## src/rtl/wtb_pkg.sv

```systemverilog
package wtb_pkg;

  // Number of 64-bit words the bank can hold.
  localparam int unsigned DEPTH  = 256;
  localparam int unsigned ADDR_W = (DEPTH > 1) ? $clog2(DEPTH) : 1;

  localparam int unsigned LEN_W  = 9;
  localparam int unsigned WORD_W = 64;
  localparam int unsigned LANES  = 8;

  // Commands.
  localparam logic [2:0] OP_BEGIN_FILL      = 3'd0;
  localparam logic [2:0] OP_WRITE           = 3'd1;
  localparam logic [2:0] OP_BEGIN_REPLAY    = 3'd2;
  localparam logic [2:0] OP_READ_WORD       = 3'd3;
  localparam logic [2:0] OP_COMPLETE_REPLAY = 3'd4;
  localparam logic [2:0] OP_RELEASE         = 3'd5;
  localparam logic [2:0] OP_CLEAR           = 3'd6;

  // Result status codes.
  localparam logic [2:0] ST_OK            = 3'd0;
  localparam logic [2:0] ST_WRONG_STATE   = 3'd1;
  localparam logic [2:0] ST_BAD_DESC      = 3'd2;
  localparam logic [2:0] ST_WRITE_REJ     = 3'd3;
  localparam logic [2:0] ST_LAST_MISMATCH = 3'd4;
  localparam logic [2:0] ST_CTX_MISMATCH  = 3'd5;
  localparam logic [2:0] ST_INDEX_RANGE   = 3'd6;

  // Bank modes.
  localparam logic [1:0] MODE_EMPTY     = 2'd0;
  localparam logic [1:0] MODE_WRITING   = 2'd1;
  localparam logic [1:0] MODE_READY     = 2'd2;
  localparam logic [1:0] MODE_REPLAYING = 2'd3;

  typedef struct packed {
    logic [2:0]        op;
    logic [LEN_W-1:0]  tile_length;
    logic [7:0]        lane_mask;
    logic [15:0]       ctx_tag;
    logic [WORD_W-1:0] weight_bytes;
    logic              last_flag;
    logic [7:0]        word_index;
  } wtb_in_t;

  typedef struct packed {
    logic [2:0]        status;
    logic [7:0]        read_index;
    logic              read_last;
    logic [7:0]        read_mask;
    logic [15:0]       read_tag;
    logic [WORD_W-1:0] read_weights;
    logic [1:0]        bank_mode;
    logic [31:0]       replays_done;
  } wtb_out_t;

  // Outcome of one command, everything except the stored word.
  typedef struct packed {
    logic [2:0]  status;
    logic        is_read;
    logic [7:0]  read_index;
    logic        read_last;
    logic [7:0]  read_mask;
    logic [15:0] read_tag;
    logic [1:0]  bank_mode;
    logic [31:0] replays_done;
  } wtb_step_t;

  // Word store access for one command.
  typedef struct packed {
    logic              wr_en;
    logic [ADDR_W-1:0] wr_addr;
    logic [WORD_W-1:0] wr_data;
    logic              rd_en;
    logic [ADDR_W-1:0] rd_addr;
  } wtb_mem_req_t;

endpackage

```

## src/rtl/wtb_ctrl.sv

```systemverilog
// Bank mode and tile descriptor registers, and the decision logic for one command.
module wtb_ctrl
  import wtb_pkg::*;
(
  input  logic         clk,
  input  logic         rst_n,
  input  logic         accept,
  input  wtb_in_t      cmd,
  output wtb_step_t    step,
  output wtb_mem_req_t mem_req
);

  logic [1:0]       mode_r, mode_nxt;
  logic [LEN_W-1:0] tile_len_r, tile_len_nxt;
  logic [7:0]       lane_mask_r, lane_mask_nxt;
  logic [15:0]      tag_r, tag_nxt;
  logic [LEN_W-1:0] fill_cnt_r, fill_cnt_nxt;
  logic [31:0]      replay_cnt_r, replay_cnt_nxt;

  logic [2:0]        status;
  logic              is_read;
  logic              wr;
  logic [LEN_W-1:0]  fill_inc;
  logic              fill_done;
  logic [WORD_W-1:0] keep;

  always_comb begin
    for (int i = 0; i < LANES; i++) begin
      keep[i*8 +: 8] = {8{lane_mask_r[i]}};
    end
  end

  assign fill_inc  = fill_cnt_r + LEN_W'(1);
  assign fill_done = (fill_inc == tile_len_r);

  always_comb begin
    mode_nxt       = mode_r;
    tile_len_nxt   = tile_len_r;
    lane_mask_nxt  = lane_mask_r;
    tag_nxt        = tag_r;
    fill_cnt_nxt   = fill_cnt_r;
    replay_cnt_nxt = replay_cnt_r;
    status         = ST_OK;
    is_read        = 1'b0;
    wr             = 1'b0;
    unique case (cmd.op)
      OP_BEGIN_FILL: begin
        if (mode_r != MODE_EMPTY) begin
          status = ST_WRONG_STATE;
        end else if (cmd.tile_length == '0 || 32'(cmd.tile_length) > DEPTH ||
                     cmd.lane_mask == '0) begin
          status = ST_BAD_DESC;
        end else begin
          tile_len_nxt  = cmd.tile_length;
          lane_mask_nxt = cmd.lane_mask;
          tag_nxt       = cmd.ctx_tag;
          fill_cnt_nxt  = '0;
          mode_nxt      = MODE_WRITING;
        end
      end
      OP_WRITE: begin
        if (mode_r != MODE_WRITING) begin
          status = ST_WRONG_STATE;
        end else if (cmd.lane_mask != lane_mask_r || fill_cnt_r >= tile_len_r ||
                     32'(fill_cnt_r) >= DEPTH) begin
          status = ST_WRITE_REJ;
        end else begin
          wr           = 1'b1;
          fill_cnt_nxt = fill_inc;
          if (cmd.last_flag != fill_done) begin
            status = ST_LAST_MISMATCH;
          end else if (fill_done) begin
            mode_nxt = MODE_READY;
          end
        end
      end
      OP_BEGIN_REPLAY: begin
        if (mode_r != MODE_READY) begin
          status = ST_WRONG_STATE;
        end else if (cmd.tile_length != tile_len_r || cmd.lane_mask != lane_mask_r ||
                     cmd.ctx_tag != tag_r) begin
          status = ST_CTX_MISMATCH;
        end else begin
          mode_nxt = MODE_REPLAYING;
        end
      end
      OP_READ_WORD: begin
        if (mode_r != MODE_REPLAYING) begin
          status = ST_WRONG_STATE;
        end else if ({1'b0, cmd.word_index} >= tile_len_r ||
                     32'(cmd.word_index) >= DEPTH) begin
          status = ST_INDEX_RANGE;
        end else begin
          is_read = 1'b1;
        end
      end
      OP_COMPLETE_REPLAY: begin
        if (mode_r != MODE_REPLAYING) begin
          status = ST_WRONG_STATE;
        end else begin
          replay_cnt_nxt = replay_cnt_r + 32'd1;
          mode_nxt       = MODE_READY;
        end
      end
      OP_RELEASE: begin
        if (mode_r != MODE_READY) begin
          status = ST_WRONG_STATE;
        end else begin
          mode_nxt      = MODE_EMPTY;
          tile_len_nxt  = '0;
          lane_mask_nxt = '0;
          tag_nxt       = '0;
          fill_cnt_nxt  = '0;
        end
      end
      OP_CLEAR: begin
        mode_nxt       = MODE_EMPTY;
        tile_len_nxt   = '0;
        lane_mask_nxt  = '0;
        tag_nxt        = '0;
        fill_cnt_nxt   = '0;
        replay_cnt_nxt = '0;
      end
      default: begin
        status = ST_OK;
      end
    endcase
  end

  always_ff @(posedge clk) begin
    if (!rst_n) begin
      mode_r       <= MODE_EMPTY;
      tile_len_r   <= '0;
      lane_mask_r  <= '0;
      tag_r        <= '0;
      fill_cnt_r   <= '0;
      replay_cnt_r <= '0;
    end else if (accept) begin
      mode_r       <= mode_nxt;
      tile_len_r   <= tile_len_nxt;
      lane_mask_r  <= lane_mask_nxt;
      tag_r        <= tag_nxt;
      fill_cnt_r   <= fill_cnt_nxt;
      replay_cnt_r <= replay_cnt_nxt;
    end
  end

  // A read leaves the descriptor unchanged, so the current registers describe the tile.
  always_comb begin
    step.status       = status;
    step.is_read      = is_read;
    step.read_index   = is_read ? cmd.word_index : '0;
    step.read_last    = is_read && (({1'b0, cmd.word_index} + LEN_W'(1)) == tile_len_r);
    step.read_mask    = is_read ? lane_mask_r : '0;
    step.read_tag     = is_read ? tag_r : '0;
    step.bank_mode    = mode_nxt;
    step.replays_done = replay_cnt_nxt;
  end

  always_comb begin
    mem_req.wr_en   = accept && wr;
    mem_req.wr_addr = ADDR_W'(fill_cnt_r);
    mem_req.wr_data = cmd.weight_bytes & keep;
    mem_req.rd_en   = accept && is_read;
    mem_req.rd_addr = ADDR_W'(cmd.word_index);
  end

endmodule

```

## config.mk

```make
export PLATFORM = sky130hd
export DESIGN_NAME = wtb_ctrl
export DESIGN_NICKNAME = d
export VERILOG_FILES = /design/src/rtl/wtb_pkg.sv /design/src/rtl/wtb_ctrl.sv
export SDC_FILE = /design/constraint.sdc
export NUM_CORES = 1
export LEC_CHECK = 0
export BUFFER_PORTS_ARGS = -buffer_cell sky130_fd_sc_hd__buf_2
export CAP_MARGIN = 25
export CORE_UTILIZATION = 35
export DETAILED_ROUTE_END_ITERATION = 8
export GPL_ROUTABILITY_DRIVEN = 0
export GPL_TIMING_DRIVEN = 0
export PLACE_DENSITY_LB_ADDON = 0.12
export SKIP_LAST_GASP = 1
export SYNTH_ARGS = -nofsm -noshare
export SYNTH_HDL_FRONTEND = slang
export SYNTH_SLANG_ARGS = --single-unit
```

## constraint.sdc

```tcl
create_clock -name clk -period 3.72 [get_ports clk]
set_input_delay 0.558 -clock clk [delete_from_list [all_inputs] [get_ports clk]]
set_output_delay 0.558 -clock clk [all_outputs]
set_load 0.1 [all_outputs]
```

# Word-level counts from Yosys, hierarchy flattened
# Index checks and enable logic that the tools add are counted.
# word_totals
out_inout_bits,153
mem_count,0
latch_bits,0
ramBits,0
reg_bits,76
romBits,0
# op_classes
magnitude_cmp,4
n_reduce_logical,17
div_mod_pow,0
mul,0
addsub,3
bitwise_logic,1
shift,0
n_eq_ne,20
mux,51
# op_table
cell,count
$and A64 B64 Y64,1
$mux W16,4
$pmux W32 S2,1
$mux W9,7
$pmux W16 S3,1
$mux W8,5
$pmux W9 S4,1
$add A32 B1 Y32 const B,1
$mux W32,1
$pmux W9 S3,1
$mux W2,12
$pmux W8 S3,1
$mux W3,7
$eq A9 B9 Y1,2
$pmux W3 S6,1
$ne A16 B16 Y1,1
$ne A2 B2 Y1 const B,7
$pmux W2 S6,1
$add A8 B1 Y9 const B,1
$add A9 B1 Y9 const B,1
$eq A3 B3 Y1 const B,3
$ge A8 B9 Y1,1
$ge A9 B9 Y1,1
$ge A9 B9 Y1 const B,1
other kinds (18),33

# Longest topological paths before layout
# depth
word_depth,7
depth_mapped,12
depth_no_buf,10

# Worst setup path before layout
# Ideal clock, no wire load.
# synth_timing
path_type,reg-to-output
from,reg tile_len_r[1]
to,out step[69] (netlist name)
arrival_ps,4649
path_slack_ps,-1487
stages_incl_launch_ff,11
cell_sequence,dfxtp_1 > clkbuf_1 > inv_1 > ha_1 > nor2b_1 > o21ai_0 > a21boi_0 > o31ai_1 > nand4_1 > a31oi_1 > o41ai_1
# synth_rtl
element,line,text
"start, declared",wtb_ctrl.sv:14,"logic [LEN_W-1:0] tile_len_r, tile_len_nxt;"
"start signal, assigned",wtb_ctrl.sv:140,tile_len_r <= tile_len_nxt;
"end, declared",wtb_ctrl.sv:9,"output wtb_step_t step,"

==> impl_metrics.tcl <==
set metrics [dict create \
    r2r_cells 11 \
    cp_max_fo 10 \
    drtAntennaViolNets 0 \
    r2r_end "fill_cnt_r[5]" \
    synth_area_sq_um 6460 \
    max_freq_mhz 281 \
    routedWlPerCell_um 16.8 \
    diodes 0 \
    yosysWarnings 0 \
    io_buffers 261 \
    holdBufCountCts 0 \
    synth_seq_area_share 0.235 \
    die_area_sq_um 19000 \
    synth_top_flop_cell "dfxtp_1" \
    slew_headroom 0.538 \
    vias_per_cell 5.21 \
    stdcell_count 1373 \
    drt_iter0_drc 421 \
    num_vias 7149 \
    met1_usage 0.302 \
    grt-busiest-layer "met2" \
    holdPathStages 2 \
    p_comb_frac 0.257 \
    rr_startpoint "tile_len_r[6]" \
    grt_use_met3 0.0274 \
    leakagePower_nw 4.00 \
    cts.sinks 76 \
    die_h_um 138 \
    numCtsBuffers 9 \
    skew_ns 0.00899 \
    cts_tree "built" \
    syn_area_per_cell_sq_um 7.46 \
    drt_first_pass_iters 7 \
    grt_max_degree 13 \
    power.switching_w 0.000838 \
    grt_pass1_wl_um 34500 \
    ys_seq_elements 76 \
    hold_end "tag_r[11]" \
    cp-start-kind "primary input" \
    nets 1271 \
    arrival_ns 3.01 \
    setup_violations 0 \
    ff2ff_setup_slack_ns 0.93 \
    worstPathCellList "buf_2, inv_1, ha_1, nand2b_1, a21o_1, a21o_1, a211oi_1, o21ai_1, a31oi_2, buf_4, clkbuf_2, and2_1, buf_4" \
    irDropWorstVdd_v 0.000203 \
    htreeDepth 3 \
    hold_viol 0 \
    dp.final_hpwl_um 18100 \
    rsz0062_at_grt "true" \
    rows 49 \
    grt_util_met2 0.427 \
    cpMaxStageDelayCell "ha_1" \
    whs_ns 0.476 \
    synth-edff-count 0 \
    maxCapViolCount 0 \
    drv_slew 0 \
    place_area_sq_um 8100 \
    path_buf_inv 5 \
    drc 0 \
    ioPinCount 265 \
    dp_cells 1356 \
    seq_power_share 0.355 \
    syn_nets 998 \
    coreArea_sq_um 18000 \
    power_per_cell_area_nw_per_um2 283 \
    clk_path_buf_depth 2 \
    die_w_um 138 \
    max_stage_delay_ns 0.29 \
    antenna_found_initial 0 \
    drive_above_1_share 0.321 \
    routed_wl_um 23000 \
    required_ns 3.16 \
    min_period_over_period 0.958 \
    switching_share 0.345 \
    synthCells 866 \
    path_clk_slew_ns 0.06 \
    final_cell_area_sq_um 8590 \
    crit_family "compound AO/OA/AOI/OAI gates" \
    grt_pass1_vias 6370 \
    min_path_type "flip-flop to flip-flop" \
    outcome "finished clean" \
    clockRootBuffer "clkbuf_16" \
    insertion_delay_ns 0.35 \
    p_clk_frac 0.387 \
    crit_type "primary input to output pin" \
    grt_use_total 0.239 \
    grt-ovfl-total 0 \
    period_needed_ns 3.56 \
    tns_ns 0 \
    syn_to_final_growth_pct 32.9 \
    fillers 1866 \
    end_kind "output pin" \
    synth.distinct_cells 65 \
    setup_ws_ns 0.156 \
    worstMarginPinSlew_ns 0.688 \
    start_util 0.359 \
    p_int_w 0.00159 \
    async_reset_ff_frac 0 \
    min_from "tag_r[11]" \
    pre_cts_ws_ns -0.478 \
]
## worst register-to-register path, stage by stage (launching register included)
cell	delay (ns)
dfxtp_1	0.30
clkbuf_1	0.29
inv_1	0.11
ha_1	0.31
a21oi_1	0.16
nor2b_1	0.06
o21ai_0	0.27
and3_1	0.24
nand4_1	0.11
a211o_1	0.34
clkbuf_1	0.22
o221a_2	0.28
## metrics by stage
step,utilization,power [W]
2_1_floorplan,-,0.00132
3_3_place_gp,0.450,0.00150
3_5_place_dp,0.450,0.00150
4_1_cts,0.474,0.00244
5_1_grt,0.477,0.00253
6_report,0.477,0.00243
## cells in the mapped netlist (9+ instances only)
| cell type | number | share of area |
|---|---|---|
| a21boi_0 | 13 | 0.015 |
| a21boi_1 | 33 | 0.038 |
| a21oi_1 | 10 | 0.0077 |
| and2_1 | 101 | 0.098 |
| and3_1 | 9 | 0.0087 |
| buf_4 | 20 | 0.023 |
| clkbuf_1 | 46 | 0.027 |
| dfxtp_1 | 76 | 0.24 |
| ha_1 | 20 | 0.039 |
| inv_1 | 20 | 0.012 |
| nand2_1 | 102 | 0.059 |
| nand3_1 | 78 | 0.060 |
| nand4_1 | 20 | 0.019 |
| nor2_1 | 37 | 0.021 |
| nor3_1 | 21 | 0.016 |
| nor4_1 | 12 | 0.012 |
| o211a_1 | 13 | 0.020 |
| o21ai_0 | 45 | 0.035 |
| xnor2_1 | 37 | 0.050 |
| xor2_1 | 19 | 0.026 |
## worst max-delay path by stage
stage,startpoint,end,slack (ns),depth (start not counted)
after floorplan,tile_len_r[1],step[69],-0.15,10
after global placement,cmd[0],step[60],-0.48,12
after detailed placement,cmd[0],step[62],-0.48,12
after CTS,tile_len_r[0],step[62],0.004,11
after global routing,cmd[0],step[62],-0.02,13
final,cmd[0],step[62],0.16,13
## cells in the final DEF (no fill, tap or decap), types with 5 or more instances in the layout
cell / Yosys / layout
buf_2: 8 / 234
ha_1: 20 / 19
dfxtp_1: 76 / 72
mux2i_1: 8 / 7
nor2_1: 37 / 37
o21ai_1: 1 / 19
buf_6: 4 / 5
xnor2_1: 37 / 37
o21ai_0: 45 / 26
a21boi_1: 33 / 34
nor3_1: 21 / 21
a21boi_0: 13 / 12
a31oi_1: 8 / 6
o211a_1: 13 / 13
nand2_1: 102 / 102
inv_1: 20 / 20
and3_1: 9 / 9
xor2_1: 19 / 19
o221a_2: 6 / 6
clkbuf_1: 46 / 40
and2_1: 101 / 101
o21a_1: 6 / 6
nand4_1: 20 / 20
or3_1: 6 / 6
buf_4: 20 / 55
nor4_1: 12 / 11
clkbuf_16: 0 / 9
a21o_1: 7 / 7
nand3_1: 78 / 78
nor2b_1: 8 / 8
nand3b_1: 5 / 5
or2_2: 8 / 8
a21oi_1: 10 / 9
## cell families after synthesis
| group | count (synthesis) | synth area share |
|---|---|---|
| simple gates | 435 | 0.373 |
| compound gates | 169 | 0.185 |
| buf+inv | 100 | 0.0761 |
| flops | 76 | 0.235 |
| xor+xnor | 56 | 0.0759 |
| fa+ha+maj | 20 | 0.0387 |
| mux | 10 | 0.0159 |
## flip-flops by register name, indices dropped and copies added (netlist names)
register      cells
tag_r            16
lane_mask_r       8
tile_len_r        9
fill_cnt_r        9
replay_cnt_r     32
mode_r            2
## layer usage
metal | vias up | wire length (um)
met5 | - | 0
met4 | 0 | 338
met3 | 22 | 1150
met2 | 235 | 11500
met1 | 3303 | 10100
li1 | 3589 | -
## area by class of cell
| type | instances | area, sq um | share of cell area |
|---|---|---|---|
| Buffer | 75 | 402 | 0.0468 |
| Clock buffer | 13 | 270 | 0.0315 |
| Clock inverter | 3 | 43.8 | 0.00510 |
| Inverter | 21 | 78.8 | 0.00918 |
| Multi-Input combinational cell | 690 | 4530 | 0.528 |
| Sequential cell | 76 | 1530 | 0.178 |
| Tap cell | 229 | 287 | 0.0334 |
| Timing Repair Buffer | 266 | 1450 | 0.169 |
## power groups by stage
stage,registers (W),logic (W),clock network (W)
after floorplan,0.000873,0.000450,0
final,0.000864,0.000625,0.000942
after global routing,0.000868,0.000671,0.000991
after global placement,0.000879,0.000619,0
after CTS,0.000863,0.000625,0.000956
after detailed placement,0.000879,0.000621,0
## repair_timing
action	CTS	global route
setup buffers	5	0
pin swaps	3	2
gates resized for setup	40	17
endpoints found under the hold margin	0	0
endpoints found under the setup margin	39	49
cloned	0	0
Power figures use the tool's default switching activity.
